`src/rtl/hse_pkg.sv`:
```
// Shared types and constants of the heap sort engine.
`default_nettype none
package hse_pkg;

  localparam int VALUE_W             = 64;
  localparam int DEFAULT_STORE_DEPTH = 64;

  // Datapath operations issued by the controller, one per cycle.
  typedef enum logic [3:0] {
    OP_IDLE,
    OP_LOAD,
    OP_INIT,
    OP_RD_NODE,
    OP_LD_NODE,
    OP_RD_RIGHT,
    OP_CMP,
    OP_FIN,
    OP_NEXT_BUILD,
    OP_X_RD_ROOT,
    OP_X_RD_LAST,
    OP_X_SWAP,
    OP_OUT_RD,
    OP_OUT_CAP
  } dp_op_e;

  // Status flags the controller branches on.
  typedef struct packed {
    logic left_ok;       // left child of the current node lies in the heap
    logic cmp_move;      // a child beats the carried value
    logic next_left_ok;  // left child of the winning child lies in the heap
    logic build_zero;    // heap build has reached the root
    logic size_gt1;      // more than one entry left in the heap
    logic x_left_ok;     // after the swap, node 1 still lies in the heap
    logic out_free;      // output register can take an item
    logic out_last;      // the item being read out ends the batch
  } status_t;

endpackage
`default_nettype wire

```
`src/rtl/hse_ram.sv`:
```
// Generic single-write, single-read RAM with registered read data.
`default_nettype none
module hse_ram #(
  parameter int WIDTH = 64,
  parameter int DEPTH = 64
) (
  input  wire logic                     clk_i,
  input  wire logic                     we_i,
  input  wire logic [$clog2(DEPTH)-1:0] waddr_i,
  input  wire logic [WIDTH-1:0]         wdata_i,
  input  wire logic [$clog2(DEPTH)-1:0] raddr_i,
  output logic      [WIDTH-1:0]         rdata_o
);

  logic [WIDTH-1:0] mem_q [DEPTH];

  always_ff @(posedge clk_i) begin
    if (we_i) begin
      mem_q[waddr_i] <= wdata_i;
    end
    rdata_o <= mem_q[raddr_i];
  end

endmodule
`default_nettype wire

```
`src/rtl/hse_datapath.sv`:
```
// Datapath of the heap sort engine: value store, sift registers and output register.
`default_nettype none
module hse_datapath #(
  parameter int STORE_DEPTH = hse_pkg::DEFAULT_STORE_DEPTH
) (
  input  wire logic                        clk_i,
  input  wire logic                        rst_ni,
  input  wire hse_pkg::dp_op_e             op_i,
  output hse_pkg::status_t                 status_o,
  input  wire logic [hse_pkg::VALUE_W-1:0] s_axis_tdata_i,
  output logic                             m_axis_tvalid_o,
  input  wire logic                        m_axis_tready_i,
  output logic      [hse_pkg::VALUE_W-1:0] m_axis_tdata_o,
  output logic                             m_axis_tlast_o,
  output logic      [0:0]                  m_axis_tuser_o
);
  import hse_pkg::*;

  localparam int AW = $clog2(STORE_DEPTH);
  localparam int CW = $clog2(STORE_DEPTH + 1);
  localparam int IW = CW + 1;
  localparam logic [CW-1:0] DEPTH_C = CW'(STORE_DEPTH);

  logic [CW-1:0]      count_q, count_d;
  logic [CW-1:0]      size_q, size_d;
  logic               dropped_q, dropped_d;
  logic [AW-1:0]      p_q, p_d;
  logic [AW-1:0]      build_q, build_d;
  logic [AW-1:0]      k_q, k_d;
  logic               rvalid_q, rvalid_d;
  logic               out_valid_q, out_valid_d;
  logic [VALUE_W-1:0] v_q, v_d;
  logic [VALUE_W-1:0] l_q, l_d;
  logic [VALUE_W-1:0] out_data_q, out_data_d;
  logic               out_last_q, out_last_d;
  logic               out_ovf_q, out_ovf_d;

  logic               ram_we;
  logic [AW-1:0]      ram_waddr;
  logic [VALUE_W-1:0] ram_wdata;
  logic [AW-1:0]      ram_raddr;
  logic [VALUE_W-1:0] ram_rdata;

  logic [IW-1:0]      left_p, right_p, size_x;
  logic               l_gt, r_gt;
  logic [IW-1:0]      top1, top;
  logic [VALUE_W-1:0] topval1, topval;
  logic [AW-1:0]      top_a;
  logic [IW-1:0]      left_top;
  logic               last_k;

  hse_ram #(
    .WIDTH (VALUE_W),
    .DEPTH (STORE_DEPTH)
  ) u_store (
    .clk_i   (clk_i),
    .we_i    (ram_we),
    .waddr_i (ram_waddr),
    .wdata_i (ram_wdata),
    .raddr_i (ram_raddr),
    .rdata_o (ram_rdata)
  );

  // Sift compare: the carried value against the left child, then the right child.
  // In the compare cycle the right child sits on the RAM read port.
  always_comb begin
    left_p   = IW'({p_q, 1'b1});
    right_p  = left_p + IW'(1);
    size_x   = IW'(size_q);
    l_gt     = $signed(v_q) < $signed(l_q);
    topval1  = l_gt ? l_q : v_q;
    top1     = l_gt ? left_p : IW'(p_q);
    r_gt     = rvalid_q && ($signed(topval1) < $signed(ram_rdata));
    top      = r_gt ? right_p : top1;
    topval   = r_gt ? ram_rdata : topval1;
    top_a    = top[AW-1:0];
    left_top = IW'({top_a, 1'b1});
    last_k   = (CW'(k_q) + CW'(1)) == count_q;
  end

  always_comb begin
    status_o.left_ok      = left_p < size_x;
    status_o.cmp_move     = l_gt || r_gt;
    status_o.next_left_ok = left_top < size_x;
    status_o.build_zero   = build_q == '0;
    status_o.size_gt1     = size_q > CW'(1);
    status_o.x_left_ok    = size_q > CW'(2);
    status_o.out_free     = !out_valid_q || m_axis_tready_i;
    status_o.out_last     = last_k;
  end

  always_comb begin
    count_d     = count_q;
    size_d      = size_q;
    dropped_d   = dropped_q;
    p_d         = p_q;
    build_d     = build_q;
    k_d         = k_q;
    rvalid_d    = rvalid_q;
    v_d         = v_q;
    l_d         = l_q;
    out_data_d  = out_data_q;
    out_last_d  = out_last_q;
    out_ovf_d   = out_ovf_q;
    out_valid_d = out_valid_q;
    ram_we      = 1'b0;
    ram_waddr   = p_q;
    ram_wdata   = v_q;
    ram_raddr   = p_q;

    if (out_valid_q && m_axis_tready_i) begin
      out_valid_d = 1'b0;
    end

    unique case (op_i)
      OP_IDLE: begin
      end
      OP_LOAD: begin
        if (count_q < DEPTH_C) begin
          ram_we    = 1'b1;
          ram_waddr = count_q[AW-1:0];
          ram_wdata = s_axis_tdata_i;
          count_d   = count_q + CW'(1);
        end else begin
          dropped_d = 1'b1;
        end
      end
      OP_INIT: begin
        size_d  = count_q;
        p_d     = AW'(count_q >> 1);
        build_d = AW'(count_q >> 1);
        k_d     = '0;
      end
      OP_RD_NODE: begin
        ram_raddr = p_q;
      end
      OP_LD_NODE: begin
        v_d       = ram_rdata;
        ram_raddr = left_p[AW-1:0];
      end
      OP_RD_RIGHT: begin
        l_d       = ram_rdata;
        ram_raddr = right_p[AW-1:0];
        rvalid_d  = right_p < size_x;
      end
      OP_CMP: begin
        ram_we    = 1'b1;
        ram_waddr = p_q;
        if (l_gt || r_gt) begin
          // The winning child moves up; the hole follows it down.
          ram_wdata = topval;
          p_d       = top_a;
          ram_raddr = left_top[AW-1:0];
        end else begin
          ram_wdata = v_q;
        end
      end
      OP_FIN: begin
        ram_we    = 1'b1;
        ram_waddr = p_q;
        ram_wdata = v_q;
      end
      OP_NEXT_BUILD: begin
        build_d = build_q - AW'(1);
        p_d     = build_q - AW'(1);
      end
      OP_X_RD_ROOT: begin
        ram_raddr = '0;
      end
      OP_X_RD_LAST: begin
        l_d       = ram_rdata;
        ram_raddr = AW'(size_q - CW'(1));
      end
      OP_X_SWAP: begin
        // The old root goes to the end; the last entry is carried down from the root.
        v_d       = ram_rdata;
        ram_we    = 1'b1;
        ram_waddr = AW'(size_q - CW'(1));
        ram_wdata = l_q;
        size_d    = size_q - CW'(1);
        p_d       = '0;
        ram_raddr = AW'(1);
      end
      OP_OUT_RD: begin
        ram_raddr = k_q;
      end
      OP_OUT_CAP: begin
        out_data_d  = ram_rdata;
        out_last_d  = last_k;
        out_ovf_d   = dropped_q;
        out_valid_d = 1'b1;
        k_d         = k_q + AW'(1);
        if (last_k) begin
          count_d   = '0;
          size_d    = '0;
          dropped_d = 1'b0;
        end
      end
      default: begin
      end
    endcase
  end

  always_ff @(posedge clk_i or negedge rst_ni) begin
    if (!rst_ni) begin
      count_q     <= '0;
      size_q      <= '0;
      dropped_q   <= 1'b0;
      p_q         <= '0;
      build_q     <= '0;
      k_q         <= '0;
      rvalid_q    <= 1'b0;
      out_valid_q <= 1'b0;
    end else begin
      count_q     <= count_d;
      size_q      <= size_d;
      dropped_q   <= dropped_d;
      p_q         <= p_d;
      build_q     <= build_d;
      k_q         <= k_d;
      rvalid_q    <= rvalid_d;
      out_valid_q <= out_valid_d;
    end
  end

  always_ff @(posedge clk_i) begin
    v_q        <= v_d;
    l_q        <= l_d;
    out_data_q <= out_data_d;
    out_last_q <= out_last_d;
    out_ovf_q  <= out_ovf_d;
  end

  assign m_axis_tvalid_o   = out_valid_q;
  assign m_axis_tdata_o    = out_data_q;
  assign m_axis_tlast_o    = out_last_q;
  assign m_axis_tuser_o[0] = out_ovf_q;

`ifndef SYNTHESIS
  a_cap_into_free_reg: assert property (@(posedge clk_i) disable iff (!rst_ni)
    (op_i == OP_OUT_CAP) |-> (!out_valid_q || m_axis_tready_i))
    else $error("output register overwritten while an item is pending");

  a_sort_write_in_batch: assert property (@(posedge clk_i) disable iff (!rst_ni)
    (ram_we && op_i != OP_LOAD) |-> (CW'(ram_waddr) < count_q))
    else $error("sort wrote outside the stored batch");

  a_heap_within_batch: assert property (@(posedge clk_i) disable iff (!rst_ni)
    size_q <= count_q)
    else $error("heap size exceeds the number of stored items");

  a_batch_cleared: assert property (@(posedge clk_i) disable iff (!rst_ni)
    (op_i == OP_OUT_CAP && last_k) |=> (count_q == '0 && !dropped_q))
    else $error("batch state not cleared after the last item");
`endif

endmodule
`default_nettype wire

```
`src/rtl/hse_controller.sv`:
```
// Sequencing state machine of the heap sort engine.
`default_nettype none
module hse_controller (
  input  wire logic              clk_i,
  input  wire logic              rst_ni,
  input  wire logic              s_axis_tvalid_i,
  output logic                   s_axis_tready_o,
  input  wire logic              s_axis_tlast_i,
  input  wire hse_pkg::status_t  status_i,
  output hse_pkg::dp_op_e        op_o
);
  import hse_pkg::*;

  localparam logic [3:0] ST_LOAD      = 4'd0;
  localparam logic [3:0] ST_INIT      = 4'd1;
  localparam logic [3:0] ST_RD_NODE   = 4'd2;
  localparam logic [3:0] ST_LD_NODE   = 4'd3;
  localparam logic [3:0] ST_RD_RIGHT  = 4'd4;
  localparam logic [3:0] ST_CMP       = 4'd5;
  localparam logic [3:0] ST_FIN       = 4'd6;
  localparam logic [3:0] ST_SIFT_DONE = 4'd7;
  localparam logic [3:0] ST_X_CHK     = 4'd8;
  localparam logic [3:0] ST_X_RD_ROOT = 4'd9;
  localparam logic [3:0] ST_X_RD_LAST = 4'd10;
  localparam logic [3:0] ST_X_SWAP    = 4'd11;
  localparam logic [3:0] ST_OUT_RD    = 4'd12;
  localparam logic [3:0] ST_OUT_CAP   = 4'd13;

  logic [3:0] state_q, state_d;
  logic       building_q, building_d;

  assign s_axis_tready_o = (state_q == ST_LOAD);

  always_comb begin
    state_d    = state_q;
    building_d = building_q;
    op_o       = OP_IDLE;
    unique case (state_q)
      ST_LOAD: begin
        if (s_axis_tvalid_i) begin
          op_o = OP_LOAD;
          if (s_axis_tlast_i) begin
            state_d = ST_INIT;
          end
        end
      end
      ST_INIT: begin
        op_o       = OP_INIT;
        building_d = 1'b1;
        state_d    = ST_RD_NODE;
      end
      ST_RD_NODE: begin
        op_o    = OP_RD_NODE;
        state_d = ST_LD_NODE;
      end
      ST_LD_NODE: begin
        op_o    = OP_LD_NODE;
        state_d = status_i.left_ok ? ST_RD_RIGHT : ST_SIFT_DONE;
      end
      ST_RD_RIGHT: begin
        op_o    = OP_RD_RIGHT;
        state_d = ST_CMP;
      end
      ST_CMP: begin
        op_o = OP_CMP;
        if (status_i.cmp_move) begin
          state_d = status_i.next_left_ok ? ST_RD_RIGHT : ST_FIN;
        end else begin
          state_d = ST_SIFT_DONE;
        end
      end
      ST_FIN: begin
        op_o    = OP_FIN;
        state_d = ST_SIFT_DONE;
      end
      ST_SIFT_DONE: begin
        if (building_q && !status_i.build_zero) begin
          op_o    = OP_NEXT_BUILD;
          state_d = ST_RD_NODE;
        end else begin
          building_d = 1'b0;
          state_d    = ST_X_CHK;
        end
      end
      ST_X_CHK: begin
        state_d = status_i.size_gt1 ? ST_X_RD_ROOT : ST_OUT_RD;
      end
      ST_X_RD_ROOT: begin
        op_o    = OP_X_RD_ROOT;
        state_d = ST_X_RD_LAST;
      end
      ST_X_RD_LAST: begin
        op_o    = OP_X_RD_LAST;
        state_d = ST_X_SWAP;
      end
      ST_X_SWAP: begin
        op_o    = OP_X_SWAP;
        state_d = status_i.x_left_ok ? ST_RD_RIGHT : ST_FIN;
      end
      ST_OUT_RD: begin
        if (status_i.out_free) begin
          op_o    = OP_OUT_RD;
          state_d = ST_OUT_CAP;
        end
      end
      ST_OUT_CAP: begin
        op_o    = OP_OUT_CAP;
        state_d = status_i.out_last ? ST_LOAD : ST_OUT_RD;
      end
      default: begin
        state_d = ST_LOAD;
      end
    endcase
  end

  always_ff @(posedge clk_i or negedge rst_ni) begin
    if (!rst_ni) begin
      state_q    <= ST_LOAD;
      building_q <= 1'b0;
    end else begin
      state_q    <= state_d;
      building_q <= building_d;
    end
  end

`ifndef SYNTHESIS
  a_load_only_when_ready: assert property (@(posedge clk_i) disable iff (!rst_ni)
    (op_o == OP_LOAD) |-> (s_axis_tready_o && s_axis_tvalid_i))
    else $error("item stored without a completed handshake");

  a_build_ends_in_extract: assert property (@(posedge clk_i) disable iff (!rst_ni)
    $fell(building_q) |-> (state_q == ST_X_CHK))
    else $error("heap build left without entering extraction");

  a_no_build_while_loading: assert property (@(posedge clk_i) disable iff (!rst_ni)
    (state_q == ST_LOAD) |-> !building_q)
    else $error("build flag still set while loading");
`endif

endmodule
`default_nettype wire

```
`src/rtl/heap_sort_engine_top.sv`:
```
// Top level of the heap sort engine: controller plus datapath.
//
// Usage: signed 64-bit values enter on the s_axis channel, one per item. The
// item with s_axis_tlast_i high closes the batch. Up to STORE_DEPTH values are
// kept; later items of the batch are dropped and every result of the batch
// then has m_axis_tuser_o[0] set. A dropped item still closes the batch.
// Loading takes one item per cycle. After the closing item the block stops
// accepting, builds a max-heap in the value store and extracts it, then reads
// the store out in ascending order on m_axis, the final item with tlast.
// Each sift level reads the right child, then compares and writes back, over the
// single read port of the store; each result is read from the store and then
// captured in the output register before the next one is read. The output
// register holds a result while the receiver stalls and the read-out waits for
// it. Loading of the next batch starts once the last result sits in the output
// register. Reset empties the batch, drops any pending result and returns to
// loading; the store needs no clearing.
`default_nettype none
module heap_sort_engine_top #(
  parameter int STORE_DEPTH = hse_pkg::DEFAULT_STORE_DEPTH
) (
  input  wire logic        clk_i,
  input  wire logic        rst_ni,
  input  wire logic        s_axis_tvalid_i,
  output logic             s_axis_tready_o,
  input  wire logic [63:0] s_axis_tdata_i,   // [63:0] item_value
  input  wire logic        s_axis_tlast_i,   // batch_end
  output logic             m_axis_tvalid_o,
  input  wire logic        m_axis_tready_i,
  output logic      [63:0] m_axis_tdata_o,   // [63:0] sorted_value
  output logic             m_axis_tlast_o,   // sorted_last
  output logic      [0:0]  m_axis_tuser_o    // [0] overflow
);
  import hse_pkg::*;

  dp_op_e  op;
  status_t status;

  hse_controller u_ctrl (
    .clk_i           (clk_i),
    .rst_ni          (rst_ni),
    .s_axis_tvalid_i (s_axis_tvalid_i),
    .s_axis_tready_o (s_axis_tready_o),
    .s_axis_tlast_i  (s_axis_tlast_i),
    .status_i        (status),
    .op_o            (op)
  );

  hse_datapath #(
    .STORE_DEPTH (STORE_DEPTH)
  ) u_dp (
    .clk_i           (clk_i),
    .rst_ni          (rst_ni),
    .op_i            (op),
    .status_o        (status),
    .s_axis_tdata_i  (s_axis_tdata_i),
    .m_axis_tvalid_o (m_axis_tvalid_o),
    .m_axis_tready_i (m_axis_tready_i),
    .m_axis_tdata_o  (m_axis_tdata_o),
    .m_axis_tlast_o  (m_axis_tlast_o),
    .m_axis_tuser_o  (m_axis_tuser_o)
  );

endmodule
`default_nettype wire

```
`config.mk`:
```
export PLATFORM = sky130hd
export DESIGN_NAME = heap_sort_engine_top
export DESIGN_NICKNAME = d
export VERILOG_FILES = /design/src/rtl/hse_pkg.sv /design/src/rtl/hse_ram.sv /design/src/rtl/hse_datapath.sv /design/src/rtl/hse_controller.sv /design/src/rtl/heap_sort_engine_top.sv
export SDC_FILE = /design/constraint.sdc
export NUM_CORES = 2
export LEC_CHECK = 0
export BUFFER_PORTS_ARGS = -buffer_cell sky130_fd_sc_hd__buf_2
export CORE_MARGIN = 2
export CORE_UTILIZATION = 60
export DETAILED_ROUTE_END_ITERATION = 16
export GPL_TIMING_DRIVEN = 0
export HOLD_SLACK_MARGIN = 0.1
export PLACE_DENSITY = 0.76
export SYNTH_ARGS = -nofsm -noshare
export SYNTH_HDL_FRONTEND = slang
export SYNTH_SLANG_ARGS = --single-unit
```
`constraint.sdc`:
```
create_clock -name clk_i -period 10 [get_ports clk_i]
set_input_delay 0.5 -clock clk_i [delete_from_list [all_inputs] [get_ports clk_i]]
set_output_delay 0.5 -clock clk_i [all_outputs]
set_load 0.02 [all_outputs]
```
==> results.sh <==
export IMPL_status="finished, final reports clean"
export IMPL_worstPathRequired_ns=10.81
export IMPL_cts_sinks=4394
export IMPL_cp_start_kind="flop"
export IMPL_grt_pass1_wl_um=735100
export IMPL_num_rows=198
export IMPL_worstSetupPathType="flop to flop"
export IMPL_viasPerCell=6.705
export IMPL_cpLargestDelayFamily="compound AO/OA/AOI/OAI gates"
export IMPL_yosysWarnings=0
export IMPL_clock_path_buffers=4
export IMPL_dp_hpwl_um=358800
export IMPL_final_common_cell="edfxtp_1"
export IMPL_fin_crit_ns=9.991
export IMPL_place_gp_congestion=0.9698
export IMPL_report_final_slew_viol_count=0
export IMPL_synth_top_area_share_pct=73.39
export IMPL_utilization_pct=68.86
export IMPL_cp_num_buf_inv=6
export IMPL_ys_seq_area_share_pct=74.69
export IMPL_syn_area_per_cell_um2=16.54
export IMPL_start_util_pct=60.30
export IMPL_drive_gt1_share_pct=16.97
export IMPL_worstPathArrival_ns=10.80
export IMPL_antenna_found_initial=33
export IMPL_nNetsFinal=11612
export IMPL_yosys_area_top_type="edfxtp_1"
export IMPL_ys_top_cells_by_area="edfxtp_1, mux4_2, nand2_1"
export IMPL_ys_seq_elements=4394
export IMPL_drc=0
export IMPL_dr_total_vias=105106
export IMPL_die_x_um=544.9
export IMPL_finClkSkew_ns=0.09621
export IMPL_drt_total_wl_um=522200
export IMPL_critPathSlowestCell="nand2_2"
export IMPL_most_common_layout_cells="edfxtp_1, nand2_1, mux2i_1"
export IMPL_cts_buffers=427
export IMPL_grt_pass1_vias=103612
export IMPL_rsz0062_at_grt="yes"
export IMPL_cts_clk_slew_worst_paths_ns=0.06
export IMPL_synth_edf_count=4290
export IMPL_synth_cell_types=85
export IMPL_cts_tree="yes"
export IMPL_max_stage_delay_ns=0.62
export IMPL_die_area_um2=296900
export IMPL_ios=137
export IMPL_critPathMaxFanout=10
export IMPL_fmax_mhz=100.1
export IMPL_ant_nets=0
export IMPL_grt_max_degree=72
export IMPL_syn_area_um2=175500
export IMPL_hold_class="primary input to async pin"
export IMPL_clock_latency_ns=0.99
export IMPL_syn_to_final_growth_pct=14.19
export IMPL_finalHoldViolCount=0
export IMPL_post_route_period_util_pct=99.91
export IMPL_synth_ff_type="edfxtp_1"
export IMPL_cap_viol_max_count=0
export IMPL_core_area_um2=291100
export IMPL_cts_htree_levels=5
export IMPL_syn_nets=10830
export IMPL_critPathCaptureType="flop"
export IMPL_dr_pass1_iters=8
export IMPL_die_h_um=544.9
export IMPL_clock_root_buffer="clkbuf_16"
export IMPL_numPortBuffers=136
export IMPL_grtUsageTotal_pct=35.01
export IMPL_async_reset_ff_share_pct=0.9103
export IMPL_tightest_slew_ns=1.378
export IMPL_dr_first_iter_drc_count=15383
export IMPL_post_drt_wl_per_cell_um=33.31
export IMPL_gr_total_overflow=0
export IMPL_finalSetupViolCount=0
export IMPL_slew_headroom_pct=8.116
export IMPL_synthCells=10611
## flip-flops by register name, indices dropped and copies added, names as in the netlist, 6 cells and up
register	flops
u_dp.u_store.mem_q	4096
u_dp.l_q	64
u_dp.m_axis_tdata_o	64
u_dp.u_store.rdata_o	64
u_dp.v_q	64
u_dp.count_q	7
u_dp.size_q	7
u_dp.build_q	6
u_dp.k_q	6
u_dp.p_q	6
## cells by family after synthesis
group | synth area share [%]
flops | 74.69
fa+ha+maj | 1.069
compound gates | 6.037
buf+inv | 2.213
simple gates | 6.581
mux | 9.284
xor+xnor | 0.1247
## synth_stat cells (6+ instances only)
master	number
o21a_1	69
o221ai_1	65
nor4_1	9
o21ai_0	117
nor2b_1	12
o211ai_1	11
dfrtp_1	40
xor2_1	11
a211o_1	6
nand2_1	1741
nand4_1	22
nor3_1	13
nand3_1	449
buf_6	36
ha_1	150
buf_4	73
nand2b_1	10
a21oi_1	274
a32o_1	125
buf_2	210
a21o_1	19
a211oi_2	55
o311ai_0	64
a32oi_1	134
xnor2_1	14
a211oi_1	18
dfxtp_1	64
or3_1	66
and3_1	75
mux4_2	438
clkbuf_1	277
nor2_1	331
edfxtp_1	4290
inv_1	153
a31oi_1	203
mux2i_1	637
o22ai_1	66
a221oi_1	69
buf_1	34
a221o_1	73
## worst paths after layout
path,to,slack [ns],depth (start not counted),start
min in group clk_i,u_dp.dropped_q$_DFFE_PN0P_,0.29,4,s_axis_tvalid_i
max in group asynchronous,u_dp.count_q[2]$_DFFE_PN0P_,9.03,2,rst_ni
min reg2reg,u_dp.m_axis_tuser_o$_DFFE_PP_,0.49,0,u_dp.dropped_q$_DFFE_PN0P_
max,u_dp.u_store.rdata_o[45]$_DFF_P_,0.009,29,u_dp.v_q[2]$_DFFE_PP_
max reg2reg,u_dp.u_store.rdata_o[45]$_DFF_P_,0.009,29,u_dp.v_q[2]$_DFFE_PP_
min,u_dp.dropped_q$_DFFE_PN0P_,0.27,2,rst_ni
## timing repair
| item | 4_1_cts | 5_1_grt |
|---|---|---|
| resized for setup | 50 | 81 |
| buffers inserted | 3 | 6 |
| endpoints found under the hold margin | 42 | 0 |
| cloned | 0 | 0 |
| pin swaps | 5 | 7 |
| hold buffers | 4 | 0 |
| endpoints found under the setup margin | 4167 | 64 |
## cell type report
| class | count | area, µm² |
|---|---|---|
| flip-flops and latches | 4394 | 131100 |
| fillers | 17967 | 90650 |
| multi-input cells | 5424 | 41580 |
| clock buffers | 531 | 11280 |
| repair buffers | 353 | 4905 |
| well taps | 3900 | 4880 |
| plain buffers | 640 | 3405 |
| clock inverters | 256 | 2643 |
| inverters | 153 | 576.8 |
| diodes | 25 | 62.56 |
## routing by layer
layer / part of all wire (%) / up-vias / routed length (µm) / global-route usage, %
met4: 6.3 / 12 / 32660 / 19.05
met1: 34 / 52924 / 178400 / 43.88
li1: - / 43291 / - / -
met5: 0.017 / - / 89 / 0
met3: 12 / 1488 / 61420 / 8.593
met2: 48 / 7391 / 249600 / 56.60
## per-stage QoR
stage / hold slack (ns) / std cells / worst slack (ns) / area [µm²] / TNS (ns)
final: 0.2748 / 15676 / 0.008608 / 200400 / 0
after global routing: 0.2449 / 15659 / -0.01056 / 200400 / -0.01056
after CTS: 0.2172 / 15644 / 0.003837 / 200000 / 0
after detailed placement: 0.4796 / 14850 / -2.459 / 185800 / -3487.78
after global placement: 0.4521 / 14647 / -3.481 / 181100 / -
after floorplan: 0.2044 / 10611 / 2.010 / 175500 / 0
Power is left out: the tool's default activity adds up to more than one toggle a clock period on the data nets, which glitch-free logic cannot reach.
